--- src/sv/hfa_pkg.sv ---
// Package for the hole fit allocator: command, policy and register codes,
// default parameter values and the scan control bundle. No dependencies.
`default_nettype none

package hfa_pkg;

  // Default sizing of the hole table
  localparam int MAX_HOLES_DEF = 16;
  localparam int SIZE_BITS_DEF = 16;

  // Fixed field widths of the stream ports
  localparam int CMD_W   = 2;
  localparam int SLOT_W  = 4;
  localparam int VALUE_W = 16;
  localparam int FRAG_W  = 20;
  localparam int MODE_W  = 2;
  localparam int COUNT_W = 5;
  localparam int IN_W    = 24;
  localparam int OUT_W   = 48;

  // Configuration port
  localparam int CFG_ADDR_W = 1;
  localparam int CFG_DATA_W = 5;
  localparam logic [CFG_ADDR_W-1:0] REG_FIT_MODE   = 1'd0;
  localparam logic [CFG_ADDR_W-1:0] REG_HOLE_COUNT = 1'd1;
  localparam logic [MODE_W-1:0]     FIT_MODE_RST   = 2'd0;
  localparam logic [COUNT_W-1:0]    HOLE_COUNT_RST = 5'd16;

  // Commands
  localparam logic [CMD_W-1:0] CMD_LOAD  = 2'd0;
  localparam logic [CMD_W-1:0] CMD_CLEAR = 2'd1;
  localparam logic [CMD_W-1:0] CMD_REQ   = 2'd2;

  // Placement policies; the unused code behaves as first fit
  localparam logic [MODE_W-1:0] FIT_FIRST = 2'd0;
  localparam logic [MODE_W-1:0] FIT_BEST  = 2'd1;
  localparam logic [MODE_W-1:0] FIT_WORST = 2'd2;

  // Control bundle handed from cell to cell during a scan
  typedef struct packed {
    logic live;
    logic found;
  } scan_ctl_t;

endpackage

`default_nettype wire

--- src/sv/hfa_cell.sv ---
// One cell of the hole chain: holds one hole size and its used mark, and
// updates the passing scan candidate. Depends on hfa_pkg.
`default_nettype none

module hfa_cell #(
  parameter int INDEX     = 0,
  parameter int SIZE_BITS = hfa_pkg::SIZE_BITS_DEF,
  parameter int IDX_W     = 4,
  parameter int TOT_W     = 26
) (
  input  wire                            clk,
  input  wire                            rst,
  input  wire                            ld_en,
  input  wire [hfa_pkg::SLOT_W-1:0]      ld_slot,
  input  wire [SIZE_BITS-1:0]            ld_size,
  input  wire                            clr_marks,
  input  wire                            mark_en,
  input  wire [IDX_W-1:0]                mark_idx,
  input  wire [hfa_pkg::MODE_W-1:0]      fit_mode,
  input  wire [hfa_pkg::COUNT_W-1:0]     hole_count,
  input  wire [SIZE_BITS-1:0]            req_size,
  input  hfa_pkg::scan_ctl_t             ctl_in,
  input  wire [IDX_W-1:0]                pick_in,
  input  wire [SIZE_BITS-1:0]            best_in,
  input  wire [TOT_W-1:0]                sum_in,
  output hfa_pkg::scan_ctl_t             ctl_out,
  output logic [IDX_W-1:0]               pick_out,
  output logic [SIZE_BITS-1:0]           best_out,
  output logic [TOT_W-1:0]               sum_out
);

  logic [SIZE_BITS-1:0] hole_size;
  logic                 hole_used;
  logic                 slot_hit;
  logic                 in_range;
  logic                 cand;
  logic                 take;
  hfa_pkg::scan_ctl_t   ctl_next;
  logic [IDX_W-1:0]     pick_next;
  logic [SIZE_BITS-1:0] best_next;
  logic [TOT_W-1:0]     sum_next;

  assign slot_hit = (9'(ld_slot) == 9'(INDEX));
  assign in_range = (9'(hole_count) > 9'(INDEX));
  assign cand     = in_range && !hole_used;

  // Hold the hole size; reload on a matching load
  always_ff @(posedge clk) begin
    if (rst) begin
      hole_size <= '0;
    end else if (ld_en && slot_hit) begin
      hole_size <= ld_size;
    end
  end

  // Set the used mark on a grant, drop it on a clear
  always_ff @(posedge clk) begin
    if (rst || clr_marks) begin
      hole_used <= 1'b0;
    end else if (mark_en && (mark_idx == IDX_W'(INDEX))) begin
      hole_used <= 1'b1;
    end
  end

  // Decide whether this hole replaces the running candidate
  always_comb begin
    if (fit_mode == hfa_pkg::FIT_WORST) begin
      take = cand && (!ctl_in.found || (hole_size > best_in));
    end else begin
      take = cand && (hole_size >= req_size) &&
             (!ctl_in.found || ((fit_mode == hfa_pkg::FIT_BEST) && (hole_size < best_in)));
    end
    ctl_next.live  = ctl_in.live;
    ctl_next.found = ctl_in.found || take;
    pick_next      = take ? IDX_W'(INDEX) : pick_in;
    best_next      = take ? hole_size : best_in;
    sum_next       = in_range ? (sum_in + TOT_W'(hole_size)) : sum_in;
  end

  // Advance the candidate to the neighbor
  always_ff @(posedge clk) begin
    if (rst) begin
      ctl_out <= '0;
    end else begin
      ctl_out <= ctl_next;
    end
  end

  always_ff @(posedge clk) begin
    pick_out <= pick_next;
    best_out <= best_next;
    sum_out  <= sum_next;
  end

endmodule

`default_nettype wire

--- src/sv/hole_fit_allocator_top.sv ---
// Top level of the hole fit allocator: stream ports, configuration
// registers, request sequencing and the chain of hfa_cell. Depends on hfa_pkg.
//
// The block keeps MAX_HOLES hole sizes and used marks in a chain of cells.
// Load (command 0) and clear (command 1) take effect at the edge they are
// accepted and give no result; command 3 is dropped. A request (command 2)
// walks a candidate through the chain one cell per cycle; its outcome is
// registered as it leaves the chain and then moves to the output register,
// and the next request can be accepted in the cycle that the result is
// presented. The input is not ready while a request is in the chain,
// nor while its finished outcome waits for the output register to free up;
// a presented result may still wait in the output register while new
// requests are taken. Sizes are taken in their low SIZE_BITS bits. No
// clearing pass follows reset.
`default_nettype none

module hole_fit_allocator_top #(
  parameter int MAX_HOLES = hfa_pkg::MAX_HOLES_DEF,
  parameter int SIZE_BITS = hfa_pkg::SIZE_BITS_DEF
) (
  input  wire                              clk,
  input  wire                              rst,
  // Request stream
  input  wire                              s_tvalid,
  output logic                             s_tready,
  input  wire [hfa_pkg::IN_W-1:0]          s_tdata,  // slot[3:0], size_value[19:4]
  input  wire [hfa_pkg::CMD_W-1:0]         s_tuser,  // command[1:0]
  // Result stream
  output logic                             m_tvalid,
  input  wire                              m_tready,
  output logic [hfa_pkg::OUT_W-1:0]        m_tdata,  // granted[0], granted_slot[4:1],
                                                     // leftover[20:5],
                                                     // total_fragmentation[40:21]
  // Configuration
  input  wire                              cfg_we,
  input  wire [hfa_pkg::CFG_ADDR_W-1:0]    cfg_addr,
  input  wire [hfa_pkg::CFG_DATA_W-1:0]    cfg_wdata
);

  localparam int IDX_W = $clog2(MAX_HOLES);
  localparam int TOT_W = SIZE_BITS + $clog2(MAX_HOLES) + 6;

  localparam logic [1:0] S_IDLE = 2'd0;
  localparam logic [1:0] S_SCAN = 2'd1;
  localparam logic [1:0] S_DONE = 2'd2;

  logic [1:0]                    state;
  logic [hfa_pkg::MODE_W-1:0]    fit_mode;
  logic [hfa_pkg::COUNT_W-1:0]   hole_count;
  logic [SIZE_BITS-1:0]          req_size;
  logic                          start;
  logic [TOT_W-1:0]              hole_total;
  logic [TOT_W-1:0]              granted_total;
  logic                          res_granted;
  logic [IDX_W-1:0]              res_slot;
  logic [SIZE_BITS-1:0]          res_left;

  logic                          accept;
  logic [hfa_pkg::SLOT_W-1:0]    in_slot;
  logic [SIZE_BITS+hfa_pkg::VALUE_W-1:0] size_wide;
  logic [SIZE_BITS-1:0]          in_size;
  logic                          ld_en;
  logic                          clr_marks;
  logic                          final_step;
  logic                          final_found;
  logic                          mark_en;
  logic [TOT_W-1:0]              frag;
  logic [TOT_W+hfa_pkg::FRAG_W-1:0]       frag_wide;
  logic [IDX_W+hfa_pkg::SLOT_W-1:0]       slot_wide;
  logic [SIZE_BITS+hfa_pkg::VALUE_W-1:0]  left_wide;

  hfa_pkg::scan_ctl_t            ctl_w  [0:MAX_HOLES];
  logic [IDX_W-1:0]              pick_w [0:MAX_HOLES];
  logic [SIZE_BITS-1:0]          best_w [0:MAX_HOLES];
  logic [TOT_W-1:0]              sum_w  [0:MAX_HOLES];

  // Decode the incoming request
  assign s_tready  = (state == S_IDLE);
  assign accept    = s_tvalid && s_tready;
  assign in_slot   = s_tdata[3:0];
  assign size_wide = {{SIZE_BITS{1'b0}}, s_tdata[19:4]};
  assign in_size   = size_wide[SIZE_BITS-1:0];
  assign ld_en     = accept && (s_tuser == hfa_pkg::CMD_LOAD);
  assign clr_marks = accept && (s_tuser == hfa_pkg::CMD_CLEAR);

  // Configuration registers
  always_ff @(posedge clk) begin
    if (rst) begin
      fit_mode   <= hfa_pkg::FIT_MODE_RST;
      hole_count <= hfa_pkg::HOLE_COUNT_RST;
    end else if (cfg_we) begin
      unique case (cfg_addr)
        hfa_pkg::REG_FIT_MODE:   fit_mode   <= cfg_wdata[hfa_pkg::MODE_W-1:0];
        hfa_pkg::REG_HOLE_COUNT: hole_count <= cfg_wdata[hfa_pkg::COUNT_W-1:0];
        default: ;
      endcase
    end
  end

  // Feed the head of the chain
  assign ctl_w[0].live  = start;
  assign ctl_w[0].found = 1'b0;
  assign pick_w[0]      = '0;
  assign best_w[0]      = '0;
  assign sum_w[0]       = '0;

  // Resolve the candidate leaving the chain
  assign final_step  = (state == S_SCAN) && ctl_w[MAX_HOLES].live;
  assign final_found = ctl_w[MAX_HOLES].found &&
                       ((fit_mode != hfa_pkg::FIT_WORST) || (best_w[MAX_HOLES] >= req_size));
  assign mark_en     = final_step && final_found;

  genvar g;
  generate
    for (g = 0; g < MAX_HOLES; g++) begin : g_cell
      hfa_cell #(
        .INDEX     (g),
        .SIZE_BITS (SIZE_BITS),
        .IDX_W     (IDX_W),
        .TOT_W     (TOT_W)
      ) u_cell (
        .clk        (clk),
        .rst        (rst),
        .ld_en      (ld_en),
        .ld_slot    (in_slot),
        .ld_size    (in_size),
        .clr_marks  (clr_marks),
        .mark_en    (mark_en),
        .mark_idx   (pick_w[MAX_HOLES]),
        .fit_mode   (fit_mode),
        .hole_count (hole_count),
        .req_size   (req_size),
        .ctl_in     (ctl_w[g]),
        .pick_in    (pick_w[g]),
        .best_in    (best_w[g]),
        .sum_in     (sum_w[g]),
        .ctl_out    (ctl_w[g+1]),
        .pick_out   (pick_w[g+1]),
        .best_out   (best_w[g+1]),
        .sum_out    (sum_w[g+1])
      );
    end
  endgenerate

  // Sequence one request at a time
  always_ff @(posedge clk) begin
    if (rst) begin
      state <= S_IDLE;
      start <= 1'b0;
    end else begin
      start <= 1'b0;
      unique case (state)
        S_IDLE: begin
          if (accept && (s_tuser == hfa_pkg::CMD_REQ)) begin
            state <= S_SCAN;
            start <= 1'b1;
          end
        end
        S_SCAN: begin
          if (final_step) begin
            state <= S_DONE;
          end
        end
        S_DONE: begin
          if (!m_tvalid || m_tready) begin
            state <= S_IDLE;
          end
        end
        default: state <= S_IDLE;
      endcase
    end
  end

  // Latch the requested size
  always_ff @(posedge clk) begin
    if (accept && (s_tuser == hfa_pkg::CMD_REQ)) begin
      req_size <= in_size;
    end
  end

  // Run totals: drop the granted total on clear, add a granted request
  always_ff @(posedge clk) begin
    if (rst || clr_marks) begin
      granted_total <= '0;
    end else if (mark_en) begin
      granted_total <= granted_total + TOT_W'(req_size);
    end
  end

  always_ff @(posedge clk) begin
    if (rst) begin
      hole_total <= '0;
    end else if (final_step) begin
      hole_total <= sum_w[MAX_HOLES];
    end
  end

  // Hold the outcome until the result register is free
  always_ff @(posedge clk) begin
    if (final_step) begin
      res_granted <= final_found;
      res_slot    <= final_found ? pick_w[MAX_HOLES] : '0;
      res_left    <= final_found ? (best_w[MAX_HOLES] - req_size) : '0;
    end
  end

  // Saturate fragmentation at zero and fit fields to port widths
  assign frag      = (hole_total > granted_total) ? (hole_total - granted_total) : '0;
  assign frag_wide = {{hfa_pkg::FRAG_W{1'b0}}, frag};
  assign slot_wide = {{hfa_pkg::SLOT_W{1'b0}}, res_slot};
  assign left_wide = {{hfa_pkg::VALUE_W{1'b0}}, res_left};

  // Result register
  always_ff @(posedge clk) begin
    if (rst) begin
      m_tvalid <= 1'b0;
    end else if ((state == S_DONE) && (!m_tvalid || m_tready)) begin
      m_tvalid <= 1'b1;
    end else if (m_tready) begin
      m_tvalid <= 1'b0;
    end
  end

  always_ff @(posedge clk) begin
    if ((state == S_DONE) && (!m_tvalid || m_tready)) begin
      m_tdata <= {7'b0,
                  frag_wide[hfa_pkg::FRAG_W-1:0],
                  left_wide[hfa_pkg::VALUE_W-1:0],
                  slot_wide[hfa_pkg::SLOT_W-1:0],
                  res_granted};
    end
  end

endmodule

`default_nettype wire
--- config.mk ---
export PLATFORM = sky130hd
export DESIGN_NAME = hole_fit_allocator_top
export DESIGN_NICKNAME = d
export VERILOG_FILES = /design/src/sv/hfa_pkg.sv /design/src/sv/hfa_cell.sv /design/src/sv/hole_fit_allocator_top.sv
export SDC_FILE = /design/constraint.sdc
export NUM_CORES = 2
export LEC_CHECK = 0
export CAP_MARGIN = 5
export CORE_MARGIN = 1
export CORE_UTILIZATION = 40
export CTS_CLUSTER_SIZE = 14
export DETAILED_ROUTE_END_ITERATION = 10
export DONT_BUFFER_PORTS = 1
export PLACE_DENSITY_LB_ADDON = 0.1
export SLEW_MARGIN = 10
export SYNTH_ARGS = -nofsm -noshare
export SYNTH_HDL_FRONTEND = slang
export SYNTH_HIERARCHICAL = 1
export SYNTH_SLANG_ARGS = --single-unit
--- constraint.sdc ---
create_clock -name clk -period 2.95 [get_ports clk]
set_clock_uncertainty 0.05 [all_clocks]
set_input_delay 0.59 -clock clk [delete_from_list [all_inputs] [get_ports clk]]
set_output_delay 0.59 -clock clk [all_outputs]
set_load 0.05 [all_outputs]
==> summary.txt <==
CTS sink count: 1181
Avg WL per Cell: 22.0 um
slew margin rel.: 42.8%
post-route cell area: 83300 um2
cell area power density: 553 nW/um2
VDD IR max: 0.000485 V
top_reg_cell synth: dfxtp_1
Arr. time, crit path: 3.60 ns
worst-case reg-to-reg path depth: 12
Final Max Tran Viols: 0
deepest clock path buffer count: 3
post-synthesis simple-gate area fraction: 16.0%
Starting Density: 40.4%
Layout area overhead: 20.1%
CP Class: register to register
sequential-to-total area share from yosys stat: 35.2%
Worst Tran Pin Value: 0.859 ns
chip height: 418 um
Final Setup Violations: 0
Rows: 152
leak pwr: 38.0 nW
Ports: 87
worst reg-to-reg setup slack: 0.02 ns
Mapped Area: 69400 um2
post-route insts no fill: 10816
max-cap violation count: 0
root buf cell: clkbuf_16
die area: 175000 um2
Post-Place Cell Area: 74800 um2
Worst Setup SP: req_size[0]
layout cells sized above 1: 12.7%
initial antenna violation count: 6
Syn Area/Cell: 8.95 um2
R2R Path End: g_cell[0].u_cell/best_out[0]
worst slack at placement: 0.00550 ns
CP Capture Point: g_cell[0].u_cell/best_out[0]
Total GRT Usage: 26.5%
CTS tree: done
Synth Area in XOR/XNOR: 4.70%
main combinational cell family by area after synthesis: simple AND/OR/NAND/NOR gates
class of the worst hold path: input port to register
R2R Path Start: req_size[0]
Yosys warning count: 6
async set-reset flop share out of synthesis: 0%
count leader, synth: dfxtp_1
RSZ-0062 raised after global routing: yes
first-pass GRT wire length: 351000 um
Final WS setup: 0.0160 ns
gate count of the mapped netlist: 7748
Layout fillers: 16442
Inst Count DP: 10297
ANT cells: 0
DRC viols: 0
vias in the first global route: 56363
DP Wirelength: 172000 um
DRT antenna net count: 0
Via density: 5.43
crit start category: register
Synth Area in Adders: 15.5%
run status: finished, final reports clean
Final Cycle Share: 99.5%
core outline area: 172000 um2
CP Capture Type: register
largest cells by area after synthesis: dfxtp_1 32%, ha_1 15%, a21oi_1 4.8%, nand2_1 4.3%, edfxtp_1 3.4%
Worst-path clk slew: 0.06 ns
Vias: 58716
mux cell area share after synthesis: 7.77%
Worst-Skew Late Latency: 0.78 ns
global placer's final weighted congestion: 0.878
post-synthesis compound-gate area fraction: 16.0%
First DRT Iteration DRCs: 4243
Pre-Repair DR Iteration Count: 7
EDFF count, synth: 78
Synth Register Bits: 1181
CTS HTree Levels: 4
Req. time, crit path: 3.61 ns
list of most frequent post-synthesis cells: 1103 x dfxtp_1, 826 x ha_1, 786 x nand2_1, 666 x a21oi_1, 624 x inv_1
fin crit period: 2.93 ns
NumNets Final: 9276
fmax: 0.341 GHz
largest net degree at the start of global routing: 201
CTS Buf Count: 140
Port Buf Inserts: 0
Fin. Hold Viols: 0
Hold Slack: 0.0660 ns
Routed Wire Length: 237000 um
Die X: 418 um
area of the multi-input gates: 42600 um2
area leader, netlist: dfxtp_1
Synth cell types: 131
FF/Latch Area: 24400 um2
crit path max fanout: 10
Total Power: 46.1 mW
Yosys top cell area share: 31.8%
GR Overflow Total: 0
sequential cells by signal, summed over array words and instances (netlist names), 26 cells and up:
register	cells
g_cell.u_cell/best_out	256
g_cell.u_cell/pick_out	64
g_cell.u_cell/ctl_out	32
g_cell.u_cell/sum_out	416
hole_total	26
g_cell.u_cell/hole_size	256
m_tdata	41
granted_total	26
metal layers:
layer | up-vias | global-route usage (%) | share of wire [%]
li1 | 28682 | - | -
met5 | - | 0 | 0
met3 | 376 | 3.41 | 5.1
met2 | 1443 | 44.0 | 46
met1 | 28215 | 35.3 | 46
met4 | 0 | 8.30 | 3.1
per-stage QoR:
stage	TNS, ns	utilization (%)
3_3_place_gp	0	43.5
5_1_grt	-1.29	48.5
4_1_cts	0	47.7
2_1_floorplan	-0.0366	-
3_5_place_dp	0	43.5
6_report	0	48.5
layout by cell type (no fill, tap or decap), types with 186 or more instances in the layout:
cell type | netlist | final
dfxtp_1 | 1103 | 1093
ha_1 | 826 | 816
nand2_1 | 786 | 786
a21oi_1 | 666 | 660
inv_1 | 624 | 621
nor2_1 | 570 | 562
o21ai_0 | 340 | 333
buf_4 | 14 | 322
dlygate4sd3_1 | 0 | 201
nand3_1 | 199 | 199
mux2i_1 | 200 | 199
xor2_1 | 186 | 186
xnor2_1 | 186 | 186
critical path, cell delays in order, from the launching register on:
cell and delay [ns]:
edfxtp_1 0.45, buf_6 0.17, buf_4 0.14, ha_1 0.26
nand2b_1 0.11, a31oi_2 0.10, nor4_2 0.24, o21ai_1 0.12
a311o_1 0.38, a311oi_4 0.30, buf_4 0.19, clkbuf_16 0.18
mux2_4 0.16
cell families (layout without fill, tap and decap cells):
| kind of cell | after synthesis | in the layout |
|---|---|---|
| multiplexers | 460 | 460 |
| adder cells (fa/ha/maj) | 846 | 846 |
| XOR/XNOR | 372 | 372 |
| flip-flops | 1181 | 1181 |
| buffers and inverters | 837 | 1492 |
| AO/OA/AOI/OAI | 1748 | 1748 |
| AND/OR/NAND/NOR | 2303 | 2304 |
| other | 1 | 103 |
report_power, final:
group	switching (mW)	total [mW]	leakage [nW]	internal (mW)
Sequential	1.76	19.8	9.88	18.1
Clock	7.26	17.9	2.32	10.6
Combinational	4.76	8.36	25.8	3.61
Total	13.8	46.1	38.0	32.3
how the worst min path moves through the flow:
stage / from / end / slack (ns) / depth (start not counted)
floorplan: g_cell[14].u_cell/pick_out[0] / g_cell[15].u_cell/pick_out[0] / 0.34 / 1
global placement: g_cell[14].u_cell/pick_out[3] / g_cell[15].u_cell/pick_out[3] / 0.34 / 1
detailed placement: g_cell[7].u_cell/pick_out[3] / g_cell[8].u_cell/pick_out[3] / 0.35 / 1
CTS: rst / g_cell[5].u_cell/ctl_out[0] / 0.02 / 2
global route: cfg_we / hole_count[4] / 0.04 / 2
finish: cfg_we / hole_count[4] / 0.07 / 2
layout make-up:
cell class / instances / share of cell area, %
multi-input cells: 5833 / 51.2
flip-flops and latches: 1181 / 29.3
repair buffers: 613 / 7.52
clock buffers: 185 / 4.75
well taps: 2310 / 3.47
inverters: 625 / 2.83
clock inverters: 69 / 0.929
timing repair:
action,CTS,global route
buffers inserted,1,32
gates cloned,0,14
hold endpoints to repair,354,0
gates resized for setup,2,151
hold buffers,218,0
endpoints found under the setup margin,3,304
pin swaps,1,29
Power figures use the tool's default switching activity.
